**src/rtl/upd_pkg.sv**
```systemverilog
`default_nettype none
package upd_pkg;

  localparam int unsigned WIN = 6;

  localparam logic [7:0] CH_DOLLAR = 8'h24;
  localparam logic [7:0] CH_PCT    = 8'h25;
  localparam logic [7:0] CH_PLUS   = 8'h2B;
  localparam logic [7:0] CH_U_LO   = 8'h75;
  localparam logic [7:0] CH_U_UP   = 8'h55;
  localparam logic [7:0] CH_SLASH  = 8'h2F;
  localparam logic [7:0] CH_BSLASH = 8'h5C;
  localparam logic [7:0] CH_SPACE  = 8'h20;

  localparam logic [2:0] USED_ONE   = 3'd1;
  localparam logic [2:0] USED_HEX   = 3'd3;
  localparam logic [2:0] USED_UNI   = 3'd6;

  // byte token between stages; a zero byte with last set marks end of string
  typedef struct packed {
    logic [7:0] b;
    logic       last;
  } tok_t;

  typedef struct packed {
    logic [7:0] b;
    logic [2:0] used;
  } dec_t;

  typedef logic [WIN-1:0][7:0] win_t;

  function automatic logic is_hex(input logic [7:0] c);
    return (c >= 8'h30 && c <= 8'h39) || (c >= 8'h61 && c <= 8'h66) ||
           (c >= 8'h41 && c <= 8'h46);
  endfunction

  function automatic logic [3:0] hex_val(input logic [7:0] c);
    logic [7:0] v;
    v = 8'h00;
    if (c >= 8'h30 && c <= 8'h39) begin
      v = c - 8'h30;
    end else if (c >= 8'h61 && c <= 8'h66) begin
      v = c - 8'h57;
    end else if (c >= 8'h41 && c <= 8'h46) begin
      v = c - 8'h37;
    end
    return v[3:0];
  endfunction

  function automatic logic [7:0] to_lower(input logic [7:0] c);
    return (c >= 8'h41 && c <= 8'h5A) ? c + 8'h20 : c;
  endfunction

  // decision on the head byte of a window; absent bytes read as zero
  function automatic dec_t decode_head(input win_t g);
    dec_t r;
    logic [7:0] d;
    r.b = to_lower(g[0]);
    r.used = USED_ONE;
    d = 8'h00;
    if ((g[0] == CH_DOLLAR || g[0] == CH_PCT) && g[1] != 8'h00 && g[2] != 8'h00) begin
      if (is_hex(g[1]) && is_hex(g[2])) begin
        d = {hex_val(g[1]), hex_val(g[2])};
        r.used = USED_HEX;
      end else if ((g[1] == CH_U_LO || g[1] == CH_U_UP) && g[3] != 8'h00 &&
                   g[4] != 8'h00 && g[5] != 8'h00 && is_hex(g[4]) && is_hex(g[5])) begin
        d = {hex_val(g[4]), hex_val(g[5])};
        r.used = USED_UNI;
      end
      if (r.used != USED_ONE) begin
        if (d == 8'h00) begin
          d = CH_SPACE;
        end
        r.b = to_lower(d);
      end
    end else if (g[0] == CH_PLUS) begin
      r.b = CH_SPACE;
    end
    return r;
  endfunction

endpackage
`default_nettype wire

```
**src/rtl/upd_cell.sv**
```systemverilog
`default_nettype none
module upd_cell (
  input  wire logic          clk,
  input  wire logic          rst_n,
  input  wire logic          in_vld,
  input  wire upd_pkg::tok_t in_tok,
  output logic               in_rdy,
  output logic               out_vld,
  output upd_pkg::tok_t      out_tok,
  input  wire logic          out_stall
);
  import upd_pkg::*;

  win_t       w_r, w_nxt, g, sh;
  logic [2*WIN-1:0][7:0] ext;
  logic [2:0] n_r, n_nxt, n1;
  logic       end_r, end_nxt;
  logic       ov_r, ov_nxt;
  tok_t       ot_r, ot_nxt;
  dec_t       dec;
  logic       want_b, want_e, slot_free, fire, acc;

  always_comb begin
    for (int k = 0; k < WIN; k++) begin
      g[k] = (3'(k) < n_r) ? w_r[k] : 8'h00;
    end
  end

  assign dec       = decode_head(g);
  assign ext       = {{WIN{8'h00}}, w_r};
  assign want_b    = (n_r == 3'(WIN)) || (end_r && n_r != 3'd0);
  assign want_e    = end_r && n_r == 3'd0;
  assign slot_free = !ov_r || !out_stall;
  assign fire      = (want_b || want_e) && slot_free;
  assign in_rdy    = !end_r && (n_r != 3'(WIN) || (fire && want_b));
  assign acc       = in_vld && in_rdy;

  always_comb begin
    sh = w_r;
    case (dec.used)
      USED_HEX: begin
        for (int k = 0; k < WIN; k++) sh[k] = ext[k + 3];
      end
      USED_UNI: begin
        for (int k = 0; k < WIN; k++) sh[k] = ext[k + 6];
      end
      default: begin
        for (int k = 0; k < WIN; k++) sh[k] = ext[k + 1];
      end
    endcase
  end

  always_comb begin
    w_nxt   = w_r;
    n1      = n_r;
    end_nxt = end_r;
    ov_nxt  = ov_r && out_stall;
    ot_nxt  = ot_r;
    if (fire) begin
      ov_nxt = 1'b1;
      if (want_b) begin
        ot_nxt.b    = dec.b;
        ot_nxt.last = 1'b0;
        w_nxt       = sh;
        n1          = n_r - dec.used;
      end else begin
        ot_nxt.b    = 8'h00;
        ot_nxt.last = 1'b1;
        end_nxt     = 1'b0;
      end
    end
    n_nxt = n1;
    if (acc) begin
      if (in_tok.b != 8'h00) begin
        w_nxt[n1] = in_tok.b;
        n_nxt     = n1 + 3'd1;
      end
      if (in_tok.last) begin
        end_nxt = 1'b1;
      end
    end
  end

  always_ff @(posedge clk) begin
    if (!rst_n) begin
      n_r   <= 3'd0;
      end_r <= 1'b0;
      ov_r  <= 1'b0;
    end else begin
      n_r   <= n_nxt;
      end_r <= end_nxt;
      ov_r  <= ov_nxt;
    end
    w_r  <= w_nxt;
    ot_r <= ot_nxt;
  end

  assign out_vld = ov_r;
  assign out_tok = ot_r;

endmodule
`default_nettype wire

```
**src/rtl/upd_slash.sv**
```systemverilog
`default_nettype none
module upd_slash (
  input  wire logic          clk,
  input  wire logic          rst_n,
  input  wire logic          merge_en,
  input  wire logic          in_vld,
  input  wire upd_pkg::tok_t in_tok,
  output logic               in_rdy,
  output logic               out_valid,
  output logic [7:0]         out_byte,
  output logic               out_last,
  input  wire logic          out_stall
);
  import upd_pkg::*;

  logic       held_v_r, held_v_nxt;
  logic [7:0] held_b_r, held_b_nxt;
  logic       prev_r, prev_nxt;
  logic       ov_r, ov_nxt;
  logic [7:0] ob_r, ob_nxt;
  logic       ol_r, ol_nxt;
  logic [7:0] c;
  logic       drop;

  assign in_rdy = !ov_r || !out_stall;
  assign c      = (merge_en && in_tok.b == CH_BSLASH) ? CH_SLASH : in_tok.b;
  assign drop   = merge_en && c == CH_SLASH && prev_r;

  always_comb begin
    held_v_nxt = held_v_r;
    held_b_nxt = held_b_r;
    prev_nxt   = prev_r;
    ov_nxt     = ov_r && out_stall;
    ob_nxt     = ob_r;
    ol_nxt     = ol_r;
    if (in_vld && in_rdy) begin
      if (in_tok.b != 8'h00) begin
        if (!drop) begin
          prev_nxt = (c == CH_SLASH);
          if (held_v_r) begin
            ov_nxt = 1'b1;
            ob_nxt = held_b_r;
            ol_nxt = 1'b0;
          end
          held_b_nxt = c;
          held_v_nxt = 1'b1;
        end
      end else if (in_tok.last) begin
        // end of string: flush held byte as the last one
        if (held_v_r) begin
          ov_nxt = 1'b1;
          ob_nxt = held_b_r;
          ol_nxt = 1'b1;
        end
        held_v_nxt = 1'b0;
        prev_nxt   = 1'b0;
      end
    end
  end

  always_ff @(posedge clk) begin
    if (!rst_n) begin
      held_v_r <= 1'b0;
      prev_r   <= 1'b0;
      ov_r     <= 1'b0;
    end else begin
      held_v_r <= held_v_nxt;
      prev_r   <= prev_nxt;
      ov_r     <= ov_nxt;
    end
    held_b_r <= held_b_nxt;
    ob_r     <= ob_nxt;
    ol_r     <= ol_nxt;
  end

  assign out_valid = ov_r;
  assign out_byte  = ob_r;
  assign out_last  = ol_r;

endmodule
`default_nettype wire

```
**src/rtl/url_percent_decode_normalizer.sv**
```systemverilog
// throughput: one byte per cycle inside a string while out_stall is low; the input stalls at string end
// while the first cell drains up to six bytes and hands on the end token
// buffering: each cell keeps five bytes of lookahead and the slash stage holds one byte back, so a
// byte leaves once the bytes behind it fill those; out_last comes once each cell in turn has drained
// its window and handed on the end token, and the slash stage has flushed its held byte
// reset: synchronous active-low rst_n empties the cells and the held byte, merge_enable goes to 1
`default_nettype none
module url_percent_decode_normalizer #(
  parameter int DECODE_PASSES = 4
) (
  input  wire logic       clk,
  input  wire logic       rst_n,
  input  wire logic       cfg_wr_en,
  input  wire logic       cfg_wr_data,
  input  wire logic       in_valid,
  input  wire logic [7:0] in_byte,
  input  wire logic       in_last,
  output logic            in_stall,
  output logic            out_valid,
  output logic [7:0]      out_byte,
  output logic            out_last,
  input  wire logic       out_stall
);
  import upd_pkg::*;

  // merge_enable register
  logic merge_r, merge_nxt;

  // token chain: index i feeds cell i, the last index feeds the slash stage
  logic vld [0:DECODE_PASSES];
  logic rdy [0:DECODE_PASSES];
  tok_t tok [0:DECODE_PASSES];

  assign merge_nxt = cfg_wr_en ? cfg_wr_data : merge_r;

  always_ff @(posedge clk) begin
    if (!rst_n) begin
      merge_r <= 1'b1;
    end else begin
      merge_r <= merge_nxt;
    end
  end

  // input transfer enters the first decode cell directly
  assign vld[0]      = in_valid;
  assign tok[0].b    = in_byte;
  assign tok[0].last = in_last;
  assign in_stall    = !rdy[0];

  // one cell per decode pass, each hands tokens to the next
  for (genvar i = 0; i < DECODE_PASSES; i++) begin : g_pass
    upd_cell u_cell (
      .clk       (clk),
      .rst_n     (rst_n),
      .in_vld    (vld[i]),
      .in_tok    (tok[i]),
      .in_rdy    (rdy[i]),
      .out_vld   (vld[i+1]),
      .out_tok   (tok[i+1]),
      .out_stall (!rdy[i+1])
    );
  end

  // backslash fold, slash merge and hold-back of the final byte
  upd_slash u_slash (
    .clk       (clk),
    .rst_n     (rst_n),
    .merge_en  (merge_r),
    .in_vld    (vld[DECODE_PASSES]),
    .in_tok    (tok[DECODE_PASSES]),
    .in_rdy    (rdy[DECODE_PASSES]),
    .out_valid (out_valid),
    .out_byte  (out_byte),
    .out_last  (out_last),
    .out_stall (out_stall)
  );

endmodule
`default_nettype wire

```
**config.mk**
```make
export PLATFORM = sky130hd
export DESIGN_NAME = url_percent_decode_normalizer
export DESIGN_NICKNAME = d
export VERILOG_FILES = /design/src/rtl/upd_pkg.sv /design/src/rtl/upd_cell.sv /design/src/rtl/upd_slash.sv /design/src/rtl/url_percent_decode_normalizer.sv
export SDC_FILE = /design/constraint.sdc
export NUM_CORES = 1
export LEC_CHECK = 0
export BUFFER_PORTS_ARGS = -buffer_cell sky130_fd_sc_hd__buf_2
export CORE_MARGIN = 5
export CORE_UTILIZATION = 45
export CTS_CLUSTER_SIZE = 30
export DETAILED_ROUTE_END_ITERATION = 10
export MAX_ROUTING_LAYER = met4
export PLACE_DENSITY_LB_ADDON = 0.25
export SLEW_MARGIN = 30
export SYNTH_ARGS = -nofsm -noshare
export SYNTH_HDL_FRONTEND = slang
export SYNTH_SLANG_ARGS = --single-unit
```
**constraint.sdc**
```tcl
create_clock -name clk -period 5.1 [get_ports clk]
set_input_delay 0.51 -clock clk [delete_from_list [all_inputs] [get_ports clk]]
set_output_delay 0.51 -clock clk [all_outputs]
set_load 0.02 [all_outputs]
```
==> flow_metrics.tcl, run 1 <==
set metrics [dict create \
    die_h_microns 215 \
    drv_slew 0 \
    synth_top_flop_cell "dfxtp_1" \
    cts_buffers 34 \
    avgViaCountPerCell 6.22 \
    path_cells "o21a_1 -> and2_1 -> ha_1 -> o21bai_1 -> a2111oi_4 -> a41oi_1 -> or3_4 -> nand2_1 -> nand2_1 -> fa_1 -> o21a_1 -> nor3_4 -> xor2_4 -> nand3_4 -> mux2i_1" \
    layout.nets 2385 \
    status "finished clean" \
    clkTransAtPathRegs_ns 0.06 \
    multi_input_area_sq_mm 0.0120 \
    antenna_found_initial 0 \
    grt-ovfl-total 0 \
    synth-edff-count 53 \
    rows 75 \
    cp_data_required_time_ns 5.50 \
    design_area_sq_mm 0.0207 \
    cts_root_buf "clkbuf_16" \
    hold_class "in2reg" \
    synthToLayoutAreaGrowth_pct 10.0 \
    grt_max_degree 75 \
    top_layer "met4" \
    wl_met2_microns 26100 \
    syn_nets 2407 \
    hold_buffers 0 \
    finalWirelength_microns 56700 \
    cts_tree "yes" \
    vias 17700 \
    fin_crit_sh_pct 93.6 \
    clock_latency_ns 0.54 \
    wl_met3_microns 3280 \
    avgSynthCellArea_sq_um 8.19 \
    fmax_ghz 0.209 \
    register_area_sq_mm 0.00592 \
    coreArea_sq_mm 0.0417 \
    seq_area_frac_synth_pct 31.4 \
    cp.arrival_ns 5.18 \
    synthCells 2302 \
    final-setup-viol-count 0 \
    initial_core_util_pct 45.2 \
    num-fill-cells 3995 \
    ioPinCount 26 \
    drc 0 \
    die_area_sq_mm 0.0461 \
    yosys_warnings 0 \
    dpl.hpwl_microns 41200 \
    ys_seq_elements 269 \
    worst_slew_pin_slew_ns 0.984 \
    grt_pass1_vias 16400 \
    htreeDepth 2 \
    ys_types 106 \
    cts_buffer_depth 3 \
    global_route.usage.total_pct 23.9 \
    numPortBuffers 25 \
    period_minus_slack_ns 4.77 \
    p_leak_nw 8.22 \
    finalHoldViolCount 0 \
    ant_nets 0 \
    critPathLaunchType "flop" \
    cts_sinks 269 \
    tns_ns 0 \
    first_iter_violations 1716 \
    die_w_microns 215 \
    m1WireLength_microns 25400 \
    grt_pass1_wl_microns 89900 \
    slowest_stage "dfxtp_1" \
    post_drt_wl_per_cell_microns 19.9 \
    dr.pass1.iters 6 \
    placed_area_sq_mm 0.0195 \
    crit_type "reg2reg" \
    clock_skew_ns 0.0189 \
    max-vdd-ir-drop_mv 0.276 \
    crit_fanout 16 \
    end_kind "flop" \
    place_congestion 0.949 \
    async_flop_share_pct 0 \
    layout-drive-gt1-share_pct 9.41 \
    max_slew_margin_pct 33.6 \
    syn_area_sq_mm 0.0188 \
    power-per-cell-area_mw_per_mm2 305 \
    cpPeakStageDelay_ns 0.61 \
    maxCapViolations 0 \
    rsz0062_at_grt "no" \
]
==> state kept, by name, indices dropped and copies added (netlist names) <==
register and flops:
u_slash.prev_r 1, u_slash.out_byte 8, g_pass.u_cell.out_tok 36, u_slash.out_last 1
g_pass.u_cell.out_vld 4, g_pass.u_cell.ext 192, g_pass.u_cell.n_r 12, u_slash.held_v_r 1
merge_r 1, u_slash.out_valid 1, u_slash.held_b_r 8, g_pass.u_cell.end_r 4
==> path summary, 6_finish.rpt <==
kind                                 startpoint                          endpoint  slack [ns]  cells after the start
max          g_pass[1].u_cell.n_r[1]$_SDFF_PN0_  g_pass[1].u_cell.ext[39]$_DFF_P_        0.33                     15
min                                 cfg_wr_data              merge_r$_SDFFE_PN1P_        0.23                      3
max reg2reg  g_pass[1].u_cell.n_r[1]$_SDFF_PN0_  g_pass[1].u_cell.ext[39]$_DFF_P_        0.33                     15
min reg2reg       u_slash.held_b_r[7]$_DFFE_PP_     u_slash.out_byte[7]$_DFFE_PP_        0.42                      0
==> stage by stage <==
stage,power [W],hold slack (ns),setup WS (ns),util [%],cells
floorplan,0.00347,0.400,0.304,-,2302
global placement,0.00380,0.403,0.319,46.8,2776
CTS,0.00635,0.208,0.248,49.5,2837
detailed placement,0.00383,0.411,0.271,46.8,2776
finish,0.00633,0.225,0.325,49.8,2845
global route,0.00662,0.224,0.000664,49.8,2844
==> cell type report <==
class	instances	share of cell area [%]
inverters	98	1.77
diodes	1	0.0121
clock inverters	8	0.603
well taps	539	3.25
clock buffers	53	4.99
flip-flops and latches	269	28.5
multi-input cells	1794	58.0
repair buffers	83	2.82
==> power breakdown <==
part           internal (W)  total (W)  switching, W
combinational      0.000464   0.000958      0.000494
sequential          0.00241    0.00287      0.000454
clock               0.00155    0.00250      0.000954
total               0.00443    0.00633       0.00190
==> logic make-up after synthesis <==
| kind of cell | count (synthesis) | share of synthesized area [%] |
|---|---|---|
| AO/OA/AOI/OAI | 707 | 25.3 |
| XOR/XNOR | 36 | 1.85 |
| adder cells (fa/ha/maj) | 90 | 6.13 |
| buffers and inverters | 239 | 5.09 |
| flip-flops | 269 | 31.4 |
| multiplexers | 121 | 6.76 |
| AND/OR/NAND/NOR | 840 | 23.5 |
==> placed cells by master, fill, tap and decap left out, drive strengths merged, types with 35 or more instances in the layout <==
cell    count
nand2     292
dfxtp     216
o21ai     196
a21oi     148
nor2      130
inv        99
ha         86
buf        83
mux2i      81
nand3      80
edfxtp     53
clkbuf     53
and3       49
a221o      43
nor3       40
mux2       40
a31oi      35
==> synthesized netlist by cell type (all sizes together), types with 8 or more instances <==
library cell  count  share of area (%)
or3              17               0.59
a2111oi           9               0.82
nand2           292                5.8
a31oi            35                1.2
dfxtp           216                 23
nor3b            31                1.2
ha               86                5.7
nand3            80                2.3
inv              97                1.9
nor4b            12               0.56
mux2             40                2.4
xor2             10               0.64
or2              13               0.43
o21a             15               0.64
a21boi           10               0.40
clkbuf          110                2.2
a221o            43                2.3
o21ai           196                5.2
a21oi           148                3.9
buf              31               0.95
mux2i            81                4.4
xnor2            26                1.2
a221oi            9               0.42
a21o             20               0.80
and2             32                1.1
o211ai           21               0.84
o2111ai          14               0.65
a41oi            10               0.46
nor3             40                1.4
and3             49                1.6
nand4bb           8               0.48
o22ai            13               0.43
nor2            130                2.6
nor2b            21               0.70
a211oi           21               0.84
o21bai           18               0.72
or4              15               0.60
a22o             30                1.4
nand4            26                1.1
nand2b           23               0.76
edfxtp           53                8.4
nor4             25               0.83
a22oi            33                1.3
==> layer usage <==
metal / vias to the layer above / global-route usage (%)
met5: - / -
met4: 0 / 8.12
met3: 134 / 3.29
met2: 634 / 37.6
met1: 8434 / 32.0
li1: 8506 / -
==> critical path: cells and delay by family, from the launching register on <==
kind            cells  cell delay (ns)
compound gates      5             1.24
flops               1             0.61
fa+ha+maj           2             0.62
mux                 1             0.18
simple gates        6             1.50
xor+xnor            1             0.48
==> what timing repair did <==
action,4_1_cts,5_1_grt
gates resized for setup,0,5
hold endpoints to repair,0,0
endpoints found under the setup margin,0,68
buffers inserted,0,7
Power figures use the tool's default switching activity.
==> run 2, diff against run 1 <==
--- a/config.mk
+++ b/config.mk
@@ -12,6 +12,7 @@
 export DETAILED_ROUTE_END_ITERATION = 10
 export MAX_ROUTING_LAYER = met4
 export PLACE_DENSITY_LB_ADDON = 0.25
+export SETUP_SLACK_MARGIN = 0.02
 export SLEW_MARGIN = 30
 export SYNTH_ARGS = -nofsm -noshare
 export SYNTH_HDL_FRONTEND = slang
==> constraint.sdc (replaced) <==
create_clock -name clk -period 5.6 [get_ports clk]
set_input_delay 0.56 -clock clk [delete_from_list [all_inputs] [get_ports clk]]
set_output_delay 0.56 -clock clk [all_outputs]
set_load 0.02 [all_outputs]
==> flow_metrics.tcl, run 2 (synthesis gave the netlist of run 1 again) <==
set metrics [dict create \
    status "finished clean" \
    postCtsSetupRepairBufs 0 \
    place_congestion 0.966 \
    layout-drive-gt1-share_pct 8.66 \
    finalWirelength_microns 56900 \
    dp.cells 2764 \
    p_int_w 0.00403 \
    drv_slew 0 \
    cts_root_buf "clkbuf_16" \
    ant_nets 0 \
    max-vdd-ir-drop_mv 0.244 \
    initial_core_util_pct 45.2 \
    clock_skew_ns 0.0217 \
    grt_max_degree 75 \
    clock_latency_ns 0.54 \
    cp_data_required_time_ns 6.06 \
    ioPinCount 26 \
    cts_tree "yes" \
    antenna_found_initial 1 \
    power_frac_comb_pct 14.7 \
    p_seq_share_pct 45.2 \
    numPortBuffers 25 \
    hold_class "in2reg" \
    first_iter_violations 1911 \
    coreArea_sq_mm 0.0417 \
    drc 0 \
    die_w_microns 215 \
    global_route.usage.total_pct 24.2 \
    layout.cells.most_common "nand2_1" \
    fmax_ghz 0.193 \
    final-setup-viol-count 0 \
    crit_type "reg2reg" \
    cts_sinks 269 \
    hold_buffers 0 \
    largest_reg_flops 192 \
    avgViaCountPerCell 6.26 \
    critPathLaunchType "flop" \
    fin_crit_sh_pct 92.3 \
    dpl.hpwl_microns 41300 \
    max_slew_margin_pct 40.2 \
    clock_power_share_pct 40.1 \
    grt_pass1_wl_microns 90900 \
    die_area_sq_mm 0.0461 \
    worst_slew_pin_slew_ns 0.875 \
    finalHoldViolCount 0 \
    layout.nets 2366 \
    cts_buffer_depth 3 \
    power-per-cell-area_mw_per_mm2 281 \
    clkTransAtPathRegs_ns 0.06 \
    cts_buffers 34 \
    swShare_pct 30.3 \
    period_minus_slack_ns 5.17 \
    cp.arrival_ns 5.63 \
    final_cells 2826 \
    p_leak_nw 8.13 \
    maxCapViolations 0 \
    switching_power_w 0.00176 \
    grt_pass1_vias 16600 \
    crit_fanout 16 \
    grt-ovfl-total 0 \
    vias 17700 \
    post_drt_wl_per_cell_microns 20.1 \
    final_cell_mix "nand2_1 (292), dfxtp_1 (216), o21ai_0 (176)" \
    end_kind "flop" \
    htreeDepth 2 \
    rows 75 \
    tns_ns 0 \
    rsz0062_at_grt "no" \
    die_h_microns 215 \
    synthToLayoutAreaGrowth_pct 9.17 \
    cts_resized 0 \
    dr.pass1.iters 8 \
]
## run 2: cell types whose count changed in the layout (fill, tap and decap cells not counted), moves of 2 or more
cell	previous run	this run
buf_4	56	39
clkinv_8	0	2
dfxtp_2	2	0
dfxtp_1	214	216
clkinv_2	2	4
clkbuf_1	10	5
buf_12	2	0
## run 2: worst paths after layout
check	slack, ns	end	start	depth (start not counted)
max	0.43	g_pass[1].u_cell.ext[23]$_DFF_P_	g_pass[1].u_cell.n_r[1]$_SDFF_PN0_	14
min	0.26	merge_r$_SDFFE_PN1P_	cfg_wr_data	3
max reg2reg	0.43	g_pass[1].u_cell.ext[23]$_DFF_P_	g_pass[1].u_cell.n_r[1]$_SDFF_PN0_	14
min reg2reg	0.42	u_slash.out_byte[3]$_DFFE_PP_	u_slash.held_b_r[3]$_DFFE_PP_	0
## run 2: power by group through the flow
stage	clock network, W	logic, W	registers [W]
final	0.00232	0.000851	0.00262
after global routing	0.00245	0.000948	0.00265
after CTS	0.00236	0.000841	0.00260
after detailed placement	0	0.000835	0.00264
after global placement	0	0.000801	0.00264
after floorplan	0	0.000735	0.00242
## run 2: metrics by stage
step	hold slack (ns)	power (W)	setup slack (ns)	util, %	instance area [sq um]
floorplan	0.400	0.00316	0.804	-	18800
global placement	0.403	0.00344	0.685	46.5	19400
detailed placement	0.405	0.00348	0.497	46.5	19400
CTS	0.252	0.00581	0.503	49.4	20600
global route	0.254	0.00605	0.109	49.4	20600
finish	0.262	0.00579	0.430	49.4	20600
## run 2: routing by layer
layer	vias up	routed length [microns]	GRT usage, %
met5	-	0	-
met4	0	1330	7.06
met3	93	3150	2.91
met2	616	27000	39.0
met1	8527	25400	32.2
li1	8453	-	-
## run 2: worst max-delay path, cell delays in order, from the launching register on
cell       delay [ns]
dfxtp_1          0.46
o21ai_0          0.64
ha_1             0.27
a21oi_1          0.06
a2111oi_0        0.79
nand2_1          0.25
a22o_1           0.38
nand2_1          0.17
nand2_1          0.17
fa_1             0.44
nor3_1           0.33
nor3_4           0.08
xor2_4           0.25
nor3_4           0.54
mux2i_1          0.25
## run 2: cell type report
class                      count  area, sq um
inverter                      98          368
clock inverter                15          208
sequential                   269         5920
timing repair buffer          64          418
tap                          539          674
clock buffer                  46          977
multi-input combinational   1794        12000
fill                        3991        21100
antenna                        1         2.50
